### config.mk
export PLATFORM = sky130hd
export DESIGN_NAME = mmrq_ctrl
export DESIGN_NICKNAME = d
export VERILOG_FILES = /design/src/rtl/mmrq_pkg.sv /design/src/rtl/mmrq_ctrl.sv
export SDC_FILE = /design/constraint.sdc
export NUM_CORES = 1
export LEC_CHECK = 0
export BUFFER_PORTS_ARGS = -buffer_cell sky130_fd_sc_hd__buf_2
export CELL_PAD_IN_SITES_DETAIL_PLACEMENT = 1
export CELL_PAD_IN_SITES_GLOBAL_PLACEMENT = 1
export CORE_AREA = 2 2 39 41
export DETAILED_ROUTE_END_ITERATION = 10
export DIE_AREA = 0 0 41 43
export HOLD_SLACK_MARGIN = 0.12
export PLACE_DENSITY_LB_ADDON = 0.1
export RECOVER_POWER = 25
export SYNTH_ARGS = -nofsm -noshare
export SYNTH_HDL_FRONTEND = slang
export SYNTH_SLANG_ARGS = --single-unit
export TNS_END_PERCENT = 50
### constraint.sdc
create_clock -name clk -period 1.5 [get_ports clk]
set_input_delay 0.3 -clock clk [delete_from_list [all_inputs] [get_ports clk]]
set_output_delay 0.3 -clock clk [all_outputs]
set_load 0.005 [all_outputs]
### src/rtl/mmrq_pkg.sv
`default_nettype none

package mmrq_pkg;

  // queue geometry
  localparam int QUEUE_DEPTH = 1024;
  localparam int PTR_W       = (QUEUE_DEPTH > 1) ? $clog2(QUEUE_DEPTH) : 1;

  // stored entry: full mark, status, first data, second data
  localparam int ENTRY_W = 25;

  // request commands
  localparam logic CMD_PUSH  = 1'b0;
  localparam logic CMD_DRAIN = 1'b1;

  // status byte classes
  localparam logic [7:0] ST_TIMING_CLOCK = 8'hF8;
  localparam logic [7:0] ST_START        = 8'hFA;
  localparam logic [7:0] ST_CONTINUE     = 8'hFB;
  localparam logic [7:0] ST_STOP         = 8'hFC;
  localparam logic [7:0] ST_RESET        = 8'hFF;
  localparam logic [3:0] SYSTEM_NIBBLE   = 4'hF;

  // data bytes that follow a status byte, by high nibble 8..F
  localparam logic [1:0] DATA_BYTES [8] = '{2'd2, 2'd2, 2'd2, 2'd2,
                                            2'd1, 2'd1, 2'd2, 2'd0};

  typedef struct packed {
    logic       command;
    logic [7:0] status_byte;
    logic [7:0] first_data;
    logic [7:0] second_data;
    logic [5:0] byte_budget;
  } req_t;

  typedef struct packed {
    logic [7:0] out_byte;
    logic       byte_valid;
    logic       last;
    logic [5:0] byte_count;
  } rsp_t;

  // controller to datapath
  typedef struct packed {
    logic sweep;        // clearing pass write at write pointer
    logic push;         // store request message at write pointer
    logic start_drain;  // latch budget, zero byte count
    logic read;         // read entry at read pointer
    logic take;         // charge budget for the current message
    logic emit_byte;    // load next message byte into output register
    logic emit_final;   // load final count item into output register
    logic retire;       // clear entry at read pointer and advance
  } ctrl_t;

  // datapath to controller
  typedef struct packed {
    logic sweep_last;
    logic ent_full;
    logic ent_kept;
    logic ent_fits;
    logic byte_last;
    logic out_free;
  } stat_t;

  function automatic logic [PTR_W-1:0] next_ptr(input logic [PTR_W-1:0] p);
    logic [PTR_W-1:0] r;
    if (p == PTR_W'(QUEUE_DEPTH - 1)) begin
      r = '0;
    end else begin
      r = p + PTR_W'(1);
    end
    return r;
  endfunction

  function automatic logic [1:0] data_bytes(input logic [7:0] st);
    return DATA_BYTES[st[6:4]];
  endfunction

  function automatic logic status_kept(input logic [7:0] st);
    logic k;
    if (!st[7]) begin
      k = 1'b0;
    end else if (st[7:4] == SYSTEM_NIBBLE) begin
      k = (st == ST_TIMING_CLOCK) || (st == ST_START) || (st == ST_CONTINUE) ||
          (st == ST_STOP) || (st == ST_RESET);
    end else begin
      k = 1'b1;
    end
    return k;
  endfunction

endpackage

`default_nettype wire

### src/rtl/mmrq_ctrl.sv
`default_nettype none

module mmrq_ctrl (
  input  logic           clk,
  input  logic           rst,
  input  logic           req_valid,
  input  logic           req_command,
  output logic           req_ready,
  input  mmrq_pkg::stat_t sts,
  output mmrq_pkg::ctrl_t cmd
);

  localparam logic [2:0] S_CLEAR = 3'd0;
  localparam logic [2:0] S_IDLE  = 3'd1;
  localparam logic [2:0] S_READ  = 3'd2;
  localparam logic [2:0] S_EVAL  = 3'd3;
  localparam logic [2:0] S_EMIT  = 3'd4;
  localparam logic [2:0] S_FINAL = 3'd5;

  logic [2:0] state;
  logic [2:0] state_next;

  always_ff @(posedge clk) begin
    if (rst) begin
      state <= S_CLEAR;
    end else begin
      state <= state_next;
    end
  end

  // sequencing of push, drain walk and emission
  always_comb begin
    state_next = state;
    cmd        = '0;
    req_ready  = 1'b0;
    case (state)
      S_CLEAR: begin
        cmd.sweep = 1'b1;
        if (sts.sweep_last) begin
          state_next = S_IDLE;
        end
      end
      S_IDLE: begin
        req_ready = 1'b1;
        if (req_valid) begin
          if (req_command == mmrq_pkg::CMD_PUSH) begin
            cmd.push = 1'b1;
          end else begin
            cmd.start_drain = 1'b1;
            state_next      = S_READ;
          end
        end
      end
      S_READ: begin
        cmd.read   = 1'b1;
        state_next = S_EVAL;
      end
      S_EVAL: begin
        if (!sts.ent_full) begin
          state_next = S_FINAL;
        end else if (!sts.ent_kept) begin
          cmd.retire = 1'b1;
          state_next = S_READ;
        end else if (!sts.ent_fits) begin
          state_next = S_FINAL;
        end else begin
          cmd.take   = 1'b1;
          state_next = S_EMIT;
        end
      end
      S_EMIT: begin
        if (sts.out_free) begin
          cmd.emit_byte = 1'b1;
          if (sts.byte_last) begin
            cmd.retire = 1'b1;
            state_next = S_READ;
          end
        end
      end
      S_FINAL: begin
        if (sts.out_free) begin
          cmd.emit_final = 1'b1;
          state_next     = S_IDLE;
        end
      end
      default: begin
        state_next = S_IDLE;
      end
    endcase
  end

endmodule

`default_nettype wire

== Word-level counts from Yosys, hierarchy flattened ==
Cells that the tools add are included.
Storage, ports and cells
  input port bits: 10
  output and inout port bits: 9
  flip-flop bits (word level): 3
Cells by class
  reductions and logical operators: 2
  muxes and demuxes: 29
  eq/ne operators: 11
Operator list (count)
  $mux 3: 8
  $pmux 3 s6: 1
  $mux 1: 17
  $ne 2x2->1 const B: 6
  $eq 3x2->1 const B: 2
  $eq 3x3->1 const B: 2
  $reduce_and 6->1: 1
  $mux 2: 2
  $eq 3x1->1 const B: 1
  $logic_not 3->1: 1
  $pmux 1 s2: 1

== Depth between registers and ports, before layout ==
Gate-level depths: netlist of run 1.
  depth in word-level cells: 4
  gate-level depth with buffers: 4

== Least setup slack after synthesis of run 1 ==
Ideal clock, no wire load.
  path kind: reg-to-output
  start: register state[2]
  end: output port cmd[0] in the netlist's numbering
  data arrival time: 0.921 ns
  stages on the path, launching flop included: 5
  data required time: 1.200 ns
  path slack: 0.279 ns
  cells stage by stage: dfxtp_1 -> buf_4 -> nor2b_1 -> nand2_1 -> a2bb2o_1
RTL lines
  start, declared: line mmrq_ctrl.sv:20  | logic [2:0] state;
  start signal, assigned: line mmrq_ctrl.sv:27  | state <= state_next;
  end, declared: line mmrq_ctrl.sv:10  | output mmrq_pkg::ctrl_t cmd

==> out/qor.yml, run 1 <==
status:
  status: "finished clean"
route:
  totalWireLength_um: 1010
  vias: 382
  drc_errors: 0
  wl_per_cell_um: 12.9
  drtAntennaViolNets: 0
  drt_iter0_markers: 4
  via_per_inst: 4.90
  first_pass_iters: 2
floorplanning:
  core_area_um2: 1380
  std_cell_rows: 14
  die_y_um: 43
  die_area_um2: 1760
  io_pins: 19
  start_util_pct: 22.4
  die_w_um: 41
power_and_ir_drop:
  p_seq_share_pct: 24.0
  p_int_mw: 0.408
  p_leak_nw: 0.229
  powerDensity_nw_per_um2: 1290
  power_mw: 0.650
  p_sw_mw: 0.242
  pwr-share-clk_pct: 23.2
  switching_share_pct: 37.2
  pwr-share-comb_pct: 52.7
  irDropWorstVdd_mv: 0.480
finish:
  drive_above_1_share_pct: 61.3
  top_register: "state"
  top_regs: "state: 3 flops"
  syn_to_final_growth_pct: 62.5
  largest_register_ffs: 3
  final_nets: 73
  diodes: 0
  fill_cells: 183
run:
  cap_violations: 0
sta:
  setup_violations: 0
  slew_headroom_pct: 77.4
  finalSetupTns_ns: 0
  rsz0062_at_grt: "true"
  worst_pin_slew_ns: 0.336
  fin_ws_ns: 0.0265
  slew_violations: 0
  fin_crit_ns: 1.47
  clock_skew_ns: 0.00327
  hold_violations: 0
  fmax_ghz: 0.679
  period_share_pct: 98.2
critical_path:
  crit_type: "flip-flop to output port"
  critPathCaptureType: "output port"
  cp_max_fo: 5
  crit_required_ns: 1.20
  start_kind: "flip-flop"
  worstPathArrival_ns: 1.17
grt:
  antenna_found_initial: 0
  grt_pass1_wl_um: 1500
  track_usage_pct: 13.0
  grt.overflow.total: 0
  grt_pass1_vias: 360
  grt_max_degree: 11
cts:
  htreeDepth: 1
  worstSkewPairLatency_ns: 0.24
  cts-buffers-inserted: 3
  cts_tree: "done"
  path_clk_slew_ns: 0.04
  clock_sink_count: 3
  clk_path_buf_depth: 2
  holdBufCountCts: 0
  cts_root_buf: "clkbuf_4"
placed_design:
  place_worst_setup_slack_ns: 0.177
  place.gp.congestion: 0.744
  portBuffers: 18
synth:
  synthDistinctLibCells: 22
  syn_avg_cell_area_um2: 8.17
  yosysSeqAreaShare_pct: 19.4
  yosysWarnings: 0
  syn_area_um2: 310
  synth-seq-cells: 3
  syn_nets: 48
  netlist_instances: 38
hold_path:
  hold_path_class: "primary input to flip-flop"
repair_timing:
| item | CTS | global route |
|---|---|---|
| setup endpoints to repair | 3 | 3 |
| endpoints found under the hold margin | 0 | 0 |
| buffers inserted | 1 | 0 |
| pin swaps | 0 | 1 |
| resized for setup | 8 | 9 |
cell type report:
cell class | count | area (um^2) | share of cell area (%)
flip-flops and latches | 3 | 71.3 | 14.1
clock buffers | 4 | 26.3 | 5.21
multi-input cells | 32 | 251 | 49.9
well taps | 16 | 20.0 | 3.97
repair buffers | 23 | 135 | 26.8
cell families (layout without fill, tap and decap cells):
| kind of cell | count (synthesis) | after routing | synth area share [%] |
|---|---|---|---|
| DFF | 3 | 3 | 19.4 |
| AOI/OAI and AO/OA | 7 | 7 | 19.4 |
| and+or+nand+nor | 24 | 24 | 48.4 |
| muxes | 1 | 1 | 3.23 |
| buffers and inverters | 3 | 27 | 9.68 |
power by group through the flow:
| stage | sequential, mW | clock, mW | combinational, mW |
|---|---|---|---|
| after detailed placement | 0.133 | 0 | 0.293 |
| after CTS | 0.142 | 0.160 | 0.327 |
| final | 0.156 | 0.151 | 0.343 |
| after global routing | 0.161 | 0.168 | 0.381 |
| after global placement | 0.137 | 0 | 0.288 |
| after floorplan | 0.117 | 0 | 0.212 |
metrics by stage:
step	hold WS, ns	util, %	instances	instance area (um^2)
floorplan	0.369	-	38	310
global placement	0.516	30.4	73	420
detailed placement	0.519	30.4	73	420
CTS	0.247	34.6	78	479
global route	0.250	36.4	78	504
finish	0.252	36.4	78	504
path summary, 6_finish.rpt:
| check | startpoint | end | slack, ns | cells past startpoint |
|---|---|---|---|---|
| max | state[0] | cmd[0] | 0.03 | 4 |
| min | rst | state[2] | 0.25 | 2 |
| max reg2reg | state[0] | state[0] | 0.21 | 4 |
| min reg2reg | state[0] | state[0] | 0.66 | 3 |
per-layer routing:
metal	GRT usage [%]	up-vias	share of wire, %
met5	0	-	0
met4	10.0	0	2.5
met3	3.14	2	7.4
met2	20.3	14	50
met1	14.1	175	40
li1	-	191	-
cell usage in the layout, fill, tap and decap left out:
cell,Yosys,final
buf_2,0,18
nand2b_1,4,4
buf_4,1,4
nor2_1,4,3
clkbuf_4,0,3
dfxtp_4,0,3
nand2_2,0,2
nor3b_1,2,2
nand3_1,2,2
nor3b_4,0,1
and3_1,1,1
nor2b_4,0,1
nor3_4,0,1
a2bb2o_1,1,1
nor2_2,0,1
nor3_2,0,1
nand2_1,3,1
o21ai_0,1,1
nor2b_1,2,1
a32o_1,1,1
o21a_1,1,1
a31o_2,1,1
nor4_1,0,1
nand3b_1,1,1
nor3b_2,2,1
a311o_1,1,1
mux2i_1,1,1
a32oi_1,1,1
clkbuf_1,0,1
buf_8,0,1
critical path, stage by stage, from the launching register on:
cell and delay [ns]:
dfxtp_4 0.35, nor2b_4 0.13, nand2_2 0.06, a2bb2o_1 0.27, buf_2 0.12
cell usage after synthesis (all sizes together):
| cell type | n | area share, % |
|---|---|---|
| nor2 | 4 | 4.8 |
| nor3b | 4 | 13 |
| dfxtp | 3 | 19 |
| nand3b | 1 | 2.4 |
| o21a | 1 | 2.4 |
| a311o | 1 | 3.2 |
| buf | 3 | 9.7 |
| a31o | 1 | 2.8 |
| nor4 | 1 | 4.0 |
| a32oi | 1 | 2.8 |
| a2bb2o | 1 | 3.2 |
| mux2i | 1 | 3.2 |
| a32o | 1 | 3.2 |
| nor3 | 2 | 3.2 |
| nor2b | 2 | 4.0 |
| o21ai | 1 | 1.6 |
| nand3 | 2 | 3.2 |
| nand2b | 4 | 8.1 |
| nand2 | 3 | 3.6 |
| and3 | 1 | 2.0 |
No activity file was read; power rests on OpenSTA's default activity.
==> run 2, diff against run 1 <==
==> constraint.sdc (replaced) <==
create_clock -name clk -period 1.5 [get_ports clk]
set_input_delay 0.075 -clock clk [delete_from_list [all_inputs] [get_ports clk]]
set_output_delay 0.075 -clock clk [all_outputs]
set_load 0.005 [all_outputs]
==> run 2 against run 1 <==
  * Cell area shrank 15%
  * Sequential power grew 11%
  * Via count shrank 7.9%
  * Routed wire length shrank 17%
==> out/qor.yml, run 2 (same netlist as run 1, synthesis figures left out) <==
route:
  drt_iter0_markers: 3  # was 4
  via_per_inst: 4.76  # was 4.90
  drtAntennaViolNets: 0  # unchanged
  totalWireLength_um: 833  # was 1010 um
  first_pass_iters: 2  # unchanged
  vias: 352  # was 382
  drc_errors: 0  # unchanged
  wl_per_cell_um: 11.3  # was 12.9 um
power_and_ir_drop:
  p_seq_share_pct: 33.1  # was 24.0%
  irDropWorstVdd_mv: 0.486  # was 0.480 mV
  pwr-share-clk_pct: 26.7  # was 23.2%
  p_int_mw: 0.327  # was 0.408 mW
  p_sw_mw: 0.195  # was 0.242 mW
  switching_share_pct: 37.4  # was 37.2%
  power_mw: 0.521  # was 0.650 mW
  p_leak_nw: 0.197  # was 0.229 nW
  pwr-share-comb_pct: 40.2  # was 52.7%
  powerDensity_nw_per_um2: 1210  # was 1290 nW/um^2
sta:
  slew_violations: 0  # unchanged
  fin_crit_ns: 1.38  # was 1.47 ns
  clock_skew_ns: 0.000837  # was 0.00327 ns
  slew_headroom_pct: 79.2  # was 77.4%
  rsz0062_at_grt: "false"  # was true
  fmax_ghz: 0.725  # was 0.679 GHz
  hold_violations: 0  # unchanged
  finalSetupTns_ns: 0  # unchanged
  setup_violations: 0  # unchanged
  period_share_pct: 91.9  # was 98.2%
  worst_pin_slew_ns: 0.312  # was 0.336 ns
finish:
  layout_commonest_cell: "buf_2"  # unchanged
  final_nets: 69  # was 73
  top_regs: "state: 3 flops"  # unchanged
  multi_input_area_um2: 218  # was 251 um^2
  fill_cells: 175  # was 183
  ff_latch_area_um2: 65.1  # was 71.3 um^2
  drive_above_1_share_pct: 46.6  # was 61.3%
  diodes: 0  # unchanged
  largest_register_ffs: 3  # unchanged
  top_register: "state"  # unchanged
  syn_to_final_growth_pct: 38.3  # was 62.5%
  layout_common_cells: "buf_2 (18), nand2b_1 (4), nor2_1 (4)"  # was buf_2 (18), nand2b_1 (4), buf_4 (4)
grt:
  grt_pass1_vias: 331  # was 360
  antenna_found_initial: 0  # unchanged
  grt_max_degree: 15  # was 11
  grt.overflow.total: 0  # unchanged
  track_usage_pct: 10.7  # was 13.0%
  grt_pass1_wl_um: 1310  # was 1500 um
cts:
  cts_tree: "done"  # unchanged
  clock_sink_count: 3  # unchanged
  cts-buffers-inserted: 3  # unchanged
  clk_path_buf_depth: 2  # unchanged
  htreeDepth: 1  # unchanged
  post-cts-setup-buffers: 0  # was 1
  cts_root_buf: "clkbuf_4"  # unchanged
  path_clk_slew_ns: 0.04  # about the same
  worstSkewPairLatency_ns: 0.23  # was 0.24 ns
placed_design:
  portBuffers: 18  # unchanged
  place.gp.congestion: 0.654  # was 0.744
  hpwl_um: 663
floorplanning:
  core_area_um2: 1380  # unchanged
  die_y_um: 43  # unchanged
  std_cell_rows: 14  # unchanged
  start_util_pct: 22.4  # unchanged
  die_area_um2: 1760  # unchanged
  io_pins: 19  # unchanged
  die_w_um: 41  # unchanged
critical_path:
  crit_buf_inv: 1  # unchanged
  slowest_delay_ns: 0.48  # was 0.35 ns
  ff2ff_path_depth: 3  # was 4
  cp_cell_sequence: "nor2b_2 -> nand2_1 -> a2bb2o_1 -> buf_2"  # was nor2b_4 -> nand2_2 -> a2bb2o_1 -> buf_2
  critPathCaptureType: "output port"  # unchanged
  cp_max_fo: 9  # was 5
  r2r-end: "state[1]"  # was state[0]
  start_kind: "flip-flop"  # unchanged
  crit_required_ns: 1.42  # was 1.20 ns
  crit_family: "flip-flops"  # unchanged
  worstPathArrival_ns: 1.30  # was 1.17 ns
  crit_type: "flip-flop to output port"  # unchanged
  slowest_stage: "dfxtp_1"  # was dfxtp_4
  rrSetupSlack_ns: 0.34  # was 0.21 ns
  r2r-start: "state[2]"  # was state[0]
hold_path:
  hold_end: "state[2]"  # unchanged
  min-delay-start: "sts[0]"  # was rst
  hold_path_class: "primary input to flip-flop"  # unchanged
  whs_path_depth: 4  # was 2
status:
  status: "finished clean"  # unchanged
run:
  cap_violations: 0  # unchanged
[run 2: cell count changes in the layout (fill, tap and decap cells not counted), sizes merged]
| cell | previous run | this run |
|---|---|---|
| buf | 23 | 18 |
| dlygate4sd3 | 0 | 1 |
[run 2: final cells by class]
class,count,share of cell area (%)
clock buffers,4,6.12
multi-input cells,32,50.7
flip-flops and latches,3,15.2
well taps,16,4.66
repair buffers,19,23.3
[run 2: metal layers]
metal  track usage [%]  vias up  routed length (um)  part of all wire, %
met1              12.5      156                 373                   45
met4              8.00        0                  16                  1.9
li1                  -      180                   -                    -
met2              16.3       14                 375                   45
met3              2.09        2                  67                  8.0
met5                 0        -                   0                    0
[run 2: how the worst max path moves through the flow]
| stage | from | end | slack [ns] | depth (start not counted) |
|---|---|---|---|---|
| floorplan | state[2] | state[1] | 0.44 | 4 |
| global placement | state[0] | state[1] | 0.18 | 3 |
| detailed placement | state[0] | cmd[0] | 0.12 | 4 |
| CTS | state[0] | cmd[0] | 0.009 | 4 |
| global route | state[2] | cmd[0] | 0.01 | 4 |
| finish | state[2] | cmd[0] | 0.12 | 4 |
[run 2: repair_timing]
item / in CTS / in global routing
endpoints found under the setup margin: 1 / 1
endpoints found under the hold margin: 2 / 0
hold buffers: 1 / 0
gates resized for setup: 1 / 3
[run 2: stage by stage]
step / worst slack, ns / instances / hold slack, ns / util [%] / area, um^2
after global routing: 0.0147 / 74 / 0.303 / 31.0 / 429
after CTS: 0.00905 / 74 / 0.286 / 30.9 / 428
final: 0.121 / 74 / 0.278 / 31.0 / 429
after detailed placement: 0.119 / 69 / 0.305 / 28.2 / 390
after global placement: 0.182 / 69 / 0.298 / 28.2 / 390
after floorplan: 0.437 / 38 / 0.144 / - / 310
[run 2: tightest hold or removal path, cell delays in order]
cell     delay (ns)
buf_2          0.10
o21ai_0        0.11
a32oi_1        0.08
nor2_1         0.09
[run 2: power groups by stage]
stage	Combinational [mW]	Clock (mW)	Sequential (mW)
after global routing	0.236	0.154	0.183
after detailed placement	0.212	0	0.166
after global placement	0.207	0	0.162
after floorplan	0.212	0	0.117
final	0.210	0.139	0.173
after CTS	0.215	0.144	0.168
==> run 3, diff against run 2 <==
Settings changed: ABC_AREA set to 1, CORE_AREA 2 2 39 41 to unset, CORE_UTILIZATION set to 24, DIE_AREA 0 0 41 43 to unset, REMOVE_ABC_BUFFERS set to 1.
==> run 3 against run 2 <==
  * Clock-buffer cell count unchanged
  * Synthesized cell count up 53%
  * Cell area up 4.7%
  * Worst setup slack worse by 0.020 ns
  * Global-route usage up 4.2 points
  * Critical path depth up 2
  * Register-to-register slack worse by 0.13 ns
  * Largest cell class unchanged
==> out/qor.yml, run 3 <==
finish:
  layout.cells.non_filler: 95  # was 74
  fill_cells: 177  # was 175
  final_nets: 92  # was 69
  drive_above_1_share_pct: 33.3  # was 46.6%
  ff_latch_area_um2: 60.1  # was 65.1 um^2
  syn_to_final_growth_pct: 43.0  # was 38.3%
  postLayoutCoreUtil_pct: 38.9  # was 31.0%
  diodes: 0  # unchanged
  top_register: "state"  # unchanged
  layout_common_cells: "nand2_1 (18), buf_2 (17), nor2_1 (11), inv_1 (9), nand3_1 (5)"  # was buf_2 (18), nand2b_1 (4), nor2_1 (4)
  multi_input_area_um2: 209  # was 218 um^2
  largest_register_ffs: 3  # unchanged
  top_regs: "state: 3 flops"  # unchanged
  layout_commonest_cell: "nand2_1"  # was buf_2
sta:
  finalSetupTns_ns: 0  # unchanged
  slew_violations: 0  # unchanged
  fin_crit_ns: 1.40  # was 1.38 ns
  holdWs_ns: 0.248  # was 0.278 ns
  period_share_pct: 93.2  # was 91.9%
  hold_violations: 0  # unchanged
  clock_skew_ns: 0.00104  # was 0.000837 ns
  rsz0062_at_grt: "false"  # unchanged
  slew_headroom_pct: 81.6  # was 79.2%
  worst_pin_slew_ns: 0.275  # was 0.312 ns
  setup_violations: 0  # unchanged
  fmax_ghz: 0.715  # was 0.725 GHz
critical_path:
  critPathCaptureType: "output port"  # unchanged
  cp_cell_sequence: "nor2_1 -> nand2_1 -> nor2_1 -> nand2_1 -> nand2_1 -> buf_2"  # was nor2b_2 -> nand2_1 -> a2bb2o_1 -> buf_2
  crit_buf_inv: 1  # unchanged
  worstPathArrival_ns: 1.32  # was 1.30 ns
  ff2ff_path_depth: 7  # was 3
  crit_required_ns: 1.42  # about the same
  start_kind: "flip-flop"  # unchanged
  cp.depth: 6  # was 4
  slowest_stage: "dfxtp_1"  # unchanged
  cp_max_fo: 5  # was 9
  crit_type: "flip-flop to output port"  # unchanged
  setup.worst_path.start: "state[0]"  # was state[2]
  cpMostUsedCell: "nand2_1"
  crit_family: "simple AND/OR/NAND/NOR gates"  # was flip-flops
  r2r-start: "state[2]"  # unchanged
  slowest_delay_ns: 0.35  # was 0.48 ns
floorplanning:
  start_util_pct: 27.2  # was 22.4%
  die_area_um2: 1460  # was 1760 um^2
  std_cell_rows: 12  # was 14
  die_y_um: 38.2  # was 43 um
  core_area_um2: 1160  # was 1380 um^2
  die_w_um: 38.2  # was 41 um
  io_pins: 19  # unchanged
grt:
  grt_pass1_wl_um: 1490  # was 1310 um
  grt.overflow.total: 0  # unchanged
  grt_max_degree: 8  # was 15
  track_usage_pct: 14.9  # was 10.7%
  antenna_found_initial: 0  # unchanged
  grt_pass1_vias: 401  # was 331
synth:
  synth-main-ff-cell: "dfxtp_1"  # unchanged
  yosysSeqAreaShare_pct: 19.1  # was 19.4%
  syn_area_um2: 314  # was 310 um^2
  synth.area.mux_share_pct: 0  # was 3.23%
  synth-seq-cells: 3  # unchanged
  netlist_instances: 58  # was 38
  yosysWarnings: 0  # unchanged
  synth_xor_area_share_pct: 0  # unchanged
  synth_top_family_by_area: "simple AND/OR/NAND/NOR gates"  # unchanged
  synthDistinctLibCells: 14  # was 22
  ys_async_sr_fraction_pct: 0  # unchanged
  synthAdderAreaFrac_pct: 0  # unchanged
  syn_avg_cell_area_um2: 5.41  # was 8.17 um^2
  synth_compound_area_share_pct: 1.59  # was 19.4%
  netlist_top_cells_count: "nand2_1 (18), nor2_1 (10), inv_1 (8)"  # was nand2b_1 (4), nor2_1 (4), dfxtp_1 (3), nand2_1 (3)
  synth_area_leaders: "nand2_1 (22%), dfxtp_1 (19%), nor2_1 (12%)"  # was dfxtp_1 (19%), nand2b_1 (8.1%), nor3b_2 (8.1%)
  synth-edff-count: 0  # unchanged
  synth_top_area_cell: "nand2_1"  # was dfxtp_1
  netlist.area_leader.share_pct: 21.5  # was 19.4%
  synth-simple-area-share_pct: 67.3  # was 48.4%
  synth_most_common_cell: "nand2_1"
route:
  totalWireLength_um: 954  # was 833 um
  via_per_inst: 4.51  # was 4.76
  vias: 428  # was 352
  drt_iter0_markers: 3  # unchanged
  wl_per_cell_um: 10.0  # was 11.3 um
  drc_errors: 0  # unchanged
  first_pass_iters: 2  # unchanged
  drtAntennaViolNets: 0  # unchanged
cts:
  post-cts-setup-buffers: 0  # unchanged
  holdBufCountCts: 1  # unchanged
  clock_sink_count: 3  # unchanged
  post_cts_resized: 0  # was 1
  worstSkewPairLatency_ns: 0.24  # was 0.23 ns
  cts-buffers-inserted: 3  # unchanged
  cts_root_buf: "clkbuf_4"  # unchanged
  cts_tree: "done"  # unchanged
  path_clk_slew_ns: 0.04  # about the same
  htreeDepth: 1  # unchanged
  clk_path_buf_depth: 2  # unchanged
power_and_ir_drop:
  power_mw: 0.842  # was 0.521 mW
  p_leak_nw: 0.276  # was 0.197 nW
  irDropWorstVdd_mv: 0.735  # was 0.486 mV
  powerDensity_nw_per_um2: 1870  # was 1210 nW/um^2
hold_path:
  hold_path_class: "primary input to flip-flop"  # unchanged
  whs_path_depth: 6  # was 4
  min-delay-start: "sts[4]"  # was sts[0]
status:
  status: "finished clean"  # unchanged
placed_design:
  dp_cells: 90  # was 69
  place.gp.congestion: 0.700  # was 0.654
  portBuffers: 18  # unchanged
  hpwl_um: 774  # was 663 um
run:
  cap_violations: 0  # unchanged
run 3: path summary, 6_finish.rpt:
| kind | endpoint | slack, ns |
|---|---|---|
| min reg2reg | state[0] | 0.56 |
| max reg2reg | state[0] | 0.21 |
| max | cmd[0] | 0.10 |
| min | state[2] | 0.25 |
run 3: layout make-up:
class,count,share of cell area (%)
inverter,10,8.36
tap,14,3.90
timing repair buffer,19,22.0
multi-input combinational,45,46.5
clock buffer,4,5.85
sequential,3,13.4
run 3: where the power goes:
| part | switching [mW] | internal (mW) | total, mW |
|---|---|---|---|
| sequential | 0.0581 | 0.118 | 0.176 |
| combinational | 0.328 | 0.188 | 0.516 |
| clock | 0.0505 | 0.100 | 0.151 |
| total | 0.436 | 0.406 | 0.842 |
run 3: worst reg2reg max path, cell delays in order, from the launching register on:
cell     delay, ns
dfxtp_1       0.44
inv_1         0.15
nand3_2       0.10
nand2_2       0.04
nor2_1        0.24
nand2_1       0.10
nand2_1       0.07
nor2_1        0.03
run 3: kinds of logic after synthesis:
logic type	Yosys count
and+or+nand+nor	44
buffers and inverters	10
AOI/OAI and AO/OA	1
DFF	3
run 3: layer usage:
layer	up-vias	routed length (um)	GRT usage (%)
met5	-	0	0
met4	0	10	5.36
met3	2	44	3.49
met2	9	496	28.8
met1	192	403	15.2
li1	225	-	-
run 3: through the flow:
step	setup WS, ns	cell area, um^2
final	0.102	449
after global routing	0.0232	449
after CTS	0.110	458
after detailed placement	0.349	422
after global placement	0.357	422
after floorplan	0.500	314
